### src/hw/rtl/lgh_ram.sv
// Generic single-port RAM with registered read.
// No dependencies.
module lgh_ram #(
  parameter int unsigned Width = 8,
  parameter int unsigned Depth = 16
) (
  input  logic                     clk_i,
  input  logic                     we_i,
  input  logic [$clog2(Depth)-1:0] addr_i,
  input  logic [Width-1:0]         wdata_i,
  output logic [Width-1:0]         rdata_o
);
  logic [Width-1:0] mem_q [Depth];

  always_ff @(posedge clk_i) begin
    if (we_i) begin
      mem_q[addr_i] <= wdata_i;
    end
    rdata_o <= mem_q[addr_i];
  end
endmodule

### config.mk
export PLATFORM = sky130hd
export DESIGN_NAME = lgh_ram
export DESIGN_NICKNAME = d
export VERILOG_FILES = /design/src/hw/rtl/lgh_ram.sv
export SDC_FILE = /design/constraint.sdc
export NUM_CORES = 1
export LEC_CHECK = 0
export BUFFER_PORTS_ARGS = -buffer_cell sky130_fd_sc_hd__buf_4
export CAP_MARGIN = 20
export CORE_ASPECT_RATIO = 1.25
export CORE_MARGIN = 2
export CORE_UTILIZATION = 35
export CTS_CLUSTER_DIAMETER = 60
export DETAILED_ROUTE_END_ITERATION = 6
export GPL_TIMING_DRIVEN = 0
export PLACE_DENSITY = 0.56
export SETUP_SLACK_MARGIN = 0.2
export SYNTH_ARGS = -nofsm -noshare
export SYNTH_HDL_FRONTEND = slang
export SYNTH_SLANG_ARGS = --single-unit
### constraint.sdc
create_clock -name clk_i -period 1.55 [get_ports clk_i]
set_input_delay 0.155 -clock clk_i [delete_from_list [all_inputs] [get_ports clk_i]]
set_output_delay 0.155 -clock clk_i [all_outputs]
set_load 0.1 [all_outputs]
# Yosys cells after proc, flatten, opt, wreduce, memory -nomap -nowiden
# Memory sizes are Yosys's and may differ from the RTL's. A register that Yosys moved wholly into a read port is not among the register bits.
# Index checks and enable logic that the tools add are counted.
# Widths: inputs -> output; s select.
[word_totals]
n_memories = 1
out_inout_bits = 8
regBits = 0
wordCells = 3
input_bits = 14
ram_bits = 128
[op_classes]
mux = 2
[mem_list]
columns = ["name", "words", "word_bits", "rd", "rd_ports_with_merged_regs", "wr", "line_no", "text"]
rows = [
  ["mem_q", 16, 8, 1, 1, 1, "13", "logic [Width-1:0] mem_q [Depth];"],
]
[op_table]
columns = ["op", "n"]
rows = [
  ["$mux 1", 2],
]

# Depth between registers and ports, before layout
# Gate-level depths: netlist of run 1.
[depth]
word_depth = 2
mapped_depth = 5
mapped_depth_nobuf = 3

# Worst setup path after synthesis of run 1
# Ideal clock, no wire load.
[synth_timing]
kind = "input port to flip-flop"
from = "in addr_i[2]"
to = "mem mem_q[0][0], enable pin"
path_stages = 2
slack_ns = -0.098
arrival_ns = 1.265
required_ns = 1.167
setup_time_ns = 0.383
path_buffers = 0
path_cell_list = "or3b_2 > nor3_1"
[synth_rtl]
columns = ["element", "line_no", "text"]
rows = [
  ["start, declared", "9", "input logic [$clog2(Depth)-1:0] addr_i,"],
  ["end, declared", "13", ""],
]
# Straight into the memory's write port.

# Final worst setup path of run 1
[layout_timing]
from = "in addr_i[1]"
to = "mem mem_q[2][4], enable pin"
# Straight into the memory's write port.

==> results.md, run 1 <==
* Status: complete, no violations
* Max VDD drop at 0.732 mV
* Core area at 14300 µm²
* Area growth syn-to-layout at 22.9%
* GPL Wtd Cong at 0.761
* Setup crit start: addr_i[1]
* Reg-to-reg critical path startpoint: mem_q[11][4]
* Synthesized area per cell at 22.0 µm²
* Most common cell after layout, fill and taps aside: edfxtp_1
* Drt drc at 0
* Synth unique cells at 18
* Crit path cell chain: buf_2 -> buf_2 -> nand2b_1 -> nor2_2
* Hold Path Stages at 1
* CP Buf/Inv Count at 2
* Maximum Capacitance Violations at 0
* Fin cells at 461
* Vias in the first global route at 2485
* DRT Pass-1 Iters at 4
* Die area at 15500 µm²
* Top Ports at 22
* Fmax at 710 MHz
* Leading area contributor after synthesis: edfxtp_1
* Total power at 8.82 mW
* Clk_lat worst skew at 0.40 ns
* Least-Margin Pin Slew at 0.807 ns
* First-pass GRT wire length at 15300 µm
* Post-synth net total at 244
* Largest net degree at the start of global routing at 17
* Cell repeated most along the worst path: buf_2
* H-tree Lvls at 4
* # fillers at 1206
* Synth Instances at 230
* Fin crit period at 1.41 ns
* Max Slew Vio Count at 0
* Yosys top cell area share at 0.759
* CTS Root Cell: clkbuf_16
* Worst r2r path cells at 3
* Net count, final at 284
* Row Count at 49
* Initial antenna violation count at 0
* Largest cells by area after synthesis: edfxtp_1 76%, mux4_2 14%, dfxtp_1 3.2%
* Placed cells at 427
* Slew headroom at 0.462
* Delay-heaviest family, CP: simple AND/OR/NAND/NOR gates
* CP Capture Type: flip-flop
* Dpl ws at -0.351 ns
* Total GRT Usage at 0.142
* Vias at 2321
* Largest buffer count on any clock path at 2
* CP max FO at 10
* Tcrit/Tclk final at 0.908
* WP depth at 4
* DP Wirelength at 6660 µm
* Grt total ovfl at 0
* Most frequent cells in the layout: 128 x edfxtp_1, 32 x mux4_2, 19 x buf_4
* Post-synthesis cell area at 5070 µm²
* Register bit count reported by yosys at 136
* Unrepaired setup endpoints after global routing: true
* Final setup skew at 0.00452 ns
* Post-route setup slack at 0.142 ns
* WP data arrival at 1.45 ns
* Worst Hold Class: in2reg
* Initial Util at 0.355
* Worst EP required at 1.59 ns
* Pleak at 1.99 nW
* CP peak stage delay at 0.46 ns
* Sequential area share after synthesis at 0.790
* Hold Fails Final Rpt at 0
* Antenna-violating nets left at 0
* Hold Crit Start: wdata_i[5]
* Fraction of layout cells with a size suffix above 1 at 0.399
* Num CTS Buffers at 17
* Via/cell ratio at 5.03
* Die height at 139 µm
* Syn. warnings at 0
* Worst path slowest cell: nor2_2
* Routed WL per cell at 22.2 µm
* CTS tree: done
* Drt first-iter violations at 175
* Worst-path clk slew at 0.05 ns
* Critical setup path kind: in2reg
* Diodes inserted at 0
* Pwr dens at 1420 nW/µm²
* Critical Path Start Type: input port
* Final setup viols at 0
* Chip width at 112 µm
* Clock sink count at 136
* Overall routed net length at 10200 µm
* Hold-fix buffers, CTS at 0
* Buffers added on ports at 19
==> layer usage <==
layer	vias up	wire, µm	global-route usage
met5	-	0	0
met4	0	300	0.0643
met3	17	332	0.0332
met2	47	5390	0.238
met1	1207	4200	0.174
li1	1050	-	-
==> power breakdown <==
| group | leakage [nW] | switching, mW | internal (mW) |
|---|---|---|---|
| clock network | 0.302 | 1.37 | 2.69 |
| logic | 0.464 | 0.435 | 0.192 |
| registers | 1.22 | 0.0210 | 4.11 |
==> worst paths after layout <==
check                 to  slack [ns]
max          mem_q[2][4]        0.14
min          mem_q[8][5]        0.09
max reg2reg   rdata_o[4]        0.25
min reg2reg   rdata_o[3]        0.70
==> registers in the layout (all words and copies together), names as in the netlist <==
name	count
mem_q	128
rdata_o	8
==> area by class of cell <==
class / instances / area, µm² / area share
Sequential cell: 136 / 4000 / 0.643
Multi-Input combinational cell: 83 / 1140 / 0.184
Tap cell: 178 / 223 / 0.0358
Clock inverter: 8 / 118 / 0.0189
Clock buffer: 24 / 492 / 0.0790
Timing Repair Buffer: 21 / 183 / 0.0293
Buffer: 11 / 62.6 / 0.0100
==> Yosys cell counts, drive strengths merged <==
library cell    n
nor2           13
mux4           32
and2            1
nand3           1
nor2b           2
buf             8
clkbuf          3
nand2           9
nand2b          2
dfxtp           8
or3b            1
nand3b          2
edfxtp        128
nor3            4
a22oi          16
==> per-stage QoR <==
step / setup TNS [ns] / instance area [µm²] / utilization / hold WS, ns
global route: 0 / 6230 / 0.436 / 0.0793
finish: 0 / 6230 / 0.436 / 0.0875
floorplan: 0 / 5130 / - / 0.254
global placement: -27.28 / 5500 / 0.385 / 0.484
CTS: 0 / 6140 / 0.430 / 0.0737
detailed placement: -25.90 / 5500 / 0.385 / 0.499
==> logic make-up (layout without fill, tap and decap cells) <==
family	Yosys count	after routing	share of synthesized area
AOI/OAI and AO/OA	16	16	0.0237
buffers and inverters	11	64	0.0119
DFF	136	136	0.790
muxes	32	32	0.142
and+or+nand+nor	35	35	0.0321
==> repair_timing <==
action / in CTS / in global routing
gates resized for setup: 5 / 10
pin swaps: 0 / 6
buffers inserted: 0 / 2
endpoints found under the setup margin: 55 / 71
Note: power is estimated with default switching activity, not from simulation.
==> inputs of run 2 (changes only) <==
--- a/config.mk
+++ b/config.mk
@@ -12,7 +12,7 @@
 export CORE_UTILIZATION = 35
 export CTS_CLUSTER_DIAMETER = 60
 export DETAILED_ROUTE_END_ITERATION = 6
-export GPL_TIMING_DRIVEN = 0
+export MAX_ROUTING_LAYER = met4
 export PLACE_DENSITY = 0.56
 export SETUP_SLACK_MARGIN = 0.2
 export SYNTH_ARGS = -nofsm -noshare
==> run 2 against run 1 <==
Against the previous run:
- clock skew grew 0.00098 ns
- hold slack got worse by 0.022 ns
- combinational power is 1% higher
- largest cell class unchanged
- highest routed layer unchanged
==> results.md, run 2 (same netlist as run 1, synthesis figures left out) <==
* Delay-heaviest family, CP: multiplexers
* Int Power at 6.52 mW (-6.8%)
* Total GRT Usage at 0.143 (+0.00165)
* Grt total ovfl at 0 (unchanged)
* R2R Setup Slk at 0.25 ns (about the same)
* Initial antenna violation count at 0 (unchanged)
* Worst Hold End: mem_q[4][3]
* Row Count at 49 (unchanged)
* CP max FO at 1 (-9)
* Most frequent cells in the layout: 128 x edfxtp_1, 43 x buf_4, 32 x mux4_2
* Slew headroom at 0.512 (+0.0501)
* Drt drc at 0 (unchanged)
* Fraction of layout cells with a size suffix above 1 at 0.440 (+0.0411)
* Max VDD drop at 0.766 mV (+4.6%)
* Antenna-violating nets left at 0 (unchanged)
* Final setup skew at 0.00551 ns (+0.000983 ns)
* Fin crit period at 1.30 ns (-0.107 ns)
* Reg-to-Reg End: rdata_o[4]
* Maximum Capacitance Violations at 0 (unchanged)
* Fmax at 769 MHz (+8.2%)
* Sw Pwr at 1.87 mW (+2.7%)
* Top Registers: mem_q: 128 flops, rdata_o: 8 flops
* Critical Path Start Type: flip-flop
* Clk_lat worst skew at 0.41 ns (about the same)
* Clock sink count at 136 (unchanged)
* Overall routed net length at 9940 µm (-2.7%)
* Final core utilization at 0.444 (+0.00841)
* Hold Fails Final Rpt at 0 (unchanged)
* Most flops, register: mem_q
* Total power at 8.39 mW (-4.9%)
* Die height at 139 µm (unchanged)
* Least-Margin Pin Slew at 0.730 ns (-0.0766 ns)
* Max FFs per register at 128 (unchanged)
* Die area at 15500 µm² (unchanged)
* Unrepaired setup endpoints after global routing: true
* Critical setup path kind: reg2reg
* DRT Pass-1 Iters at 4 (unchanged)
* WP data arrival at 1.59 ns (+0.14 ns)
* Routed WL per cell at 20.7 µm (-6.5%)
* Reg power frac at 0.493 (+0.024)
* Num CTS Buffers at 17 (unchanged)
* GPL Wtd Cong at 0.776 (+1.9%)
* Area growth syn-to-layout at 25.2%
* Worst Hold Class: in2reg
* Pwr dens at 1320 nW/µm² (-6.7%)
* Core area at 14300 µm² (unchanged)
* Top Ports at 22 (unchanged)
* Logic pwr share at 0.075 (+0.004)
* Pleak at 2.08 nW (+4.5%)
* First-pass GRT wire length at 15700 µm (+2.4%)
* Crit path cell chain: mux4_2 -> a22oi_1 -> nand2_1
* Tcrit/Tclk final at 0.839 (-0.0692)
* Setup crit start: mem_q[10][4]
* # fillers at 1204 (-0.17%)
* Vias at 2382 (+2.6%)
* Drt first-iter violations at 184 (+5.1%)
* Buffers added on ports at 21 (+2)
* Sw Ratio at 0.223 (+0.0164)
* Chip width at 112 µm (unchanged)
* Vias in the first global route at 2666 (+7.3%)
* Worst r2r path cells at 3 (unchanged)
* Initial Util at 0.355 (unchanged)
* Diodes inserted at 0 (unchanged)
* CTS Root Cell: clkbuf_16
* Largest net degree at the start of global routing at 29 (+12)
* CTS tree: done
* TNS Setup at 0 ns (unchanged)
* Most common cell after layout, fill and taps aside: edfxtp_1
* DP Area at 5780 µm² (+5.0%)
* Hold-fix buffers, CTS at 0 (unchanged)
* DP Wirelength at 6860 µm (+2.9%)
* H-tree Lvls at 4 (unchanged)
* CP Capture Type: flip-flop
* Status: complete, no violations
* Hold Crit Start: wdata_i[3]
* Max Slew Vio Count at 0 (unchanged)
* Via/cell ratio at 4.96 (-1.4%)
* Clock Power Share at 0.432 (-0.028)
* Reg-to-reg critical path startpoint: mem_q[10][4]
* Net count, final at 303 (+6.7%)
* Worst EP required at 1.84 ns (+0.25 ns)
* CP peak stage delay at 0.47 ns (about the same)
* Largest buffer count on any clock path at 2 (unchanged)
* Worst-path clk slew at 0.06 ns (about the same)
* Final instance area at 6350 µm² (+1.9%)
* CP Buf/Inv Count at 0 (-2)
* Hold Path Stages at 1 (unchanged)
* Worst path slowest cell: mux4_2
* Final setup viols at 0 (unchanged)
-- run 2: cell count changes in the layout (fill, tap and decap cells not counted), sizes merged --
cell      change
buf          +22
bufinv        -2
clkinv        +2
clkbuf        -8
inv           +2
clkinvlp      +3
-- run 2: how the worst max path moves through the flow --
stage,to,slack [ns],cells after the start
after floorplan,mem_q[0][0],0.12,2
after global placement,rdata_o[2],-0.11,5
after detailed placement,rdata_o[2],-0.11,5
after CTS,rdata_o[2],0.22,3
after global routing,rdata_o[2],0.20,3
final,rdata_o[4],0.25,3
-- run 2: final cells by class --
cell class                 instances  area [µm²]  area share
clock buffer                      19         433      0.0682
clock inverter                    13         105      0.0166
multi-input combinational         83        1100       0.173
sequential                       136        4000       0.631
tap                              178         223      0.0351
timing repair buffer              51         483      0.0761
-- run 2: metal layers --
| metal | share of wire | GRT usage |
|---|---|---|
| met5 | 0 | - |
| met4 | 0.015 | 0.0539 |
| met3 | 0.033 | 0.0398 |
| met2 | 0.55 | 0.243 |
| met1 | 0.41 | 0.161 |
-- run 2: what timing repair did --
item,in CTS,in global routing
setup endpoints to repair,1,5
pin swaps,1,0
gates resized for setup,1,5
buffers inserted,0,0
-- run 2: stage by stage --
stage	hold WS, ns	worst slack, ns	instances
6_report	0.0654	0.249	480
3_5_place_dp	0.483	-0.106	448
3_3_place_gp	0.458	-0.108	448
4_1_cts	0.0560	0.219	480
2_1_floorplan	0.254	0.117	230
5_1_grt	0.0626	0.198	480
-- run 2: power by group through the flow --
stage / Sequential [mW] / Clock [mW] / Combinational (mW)
global placement: 4.21 / 0 / 0.628
finish: 4.14 / 3.62 / 0.633
floorplan: 4.39 / 0 / 0.224
global route: 4.14 / 3.88 / 0.675
detailed placement: 4.21 / 0 / 0.635
CTS: 4.14 / 3.70 / 0.639
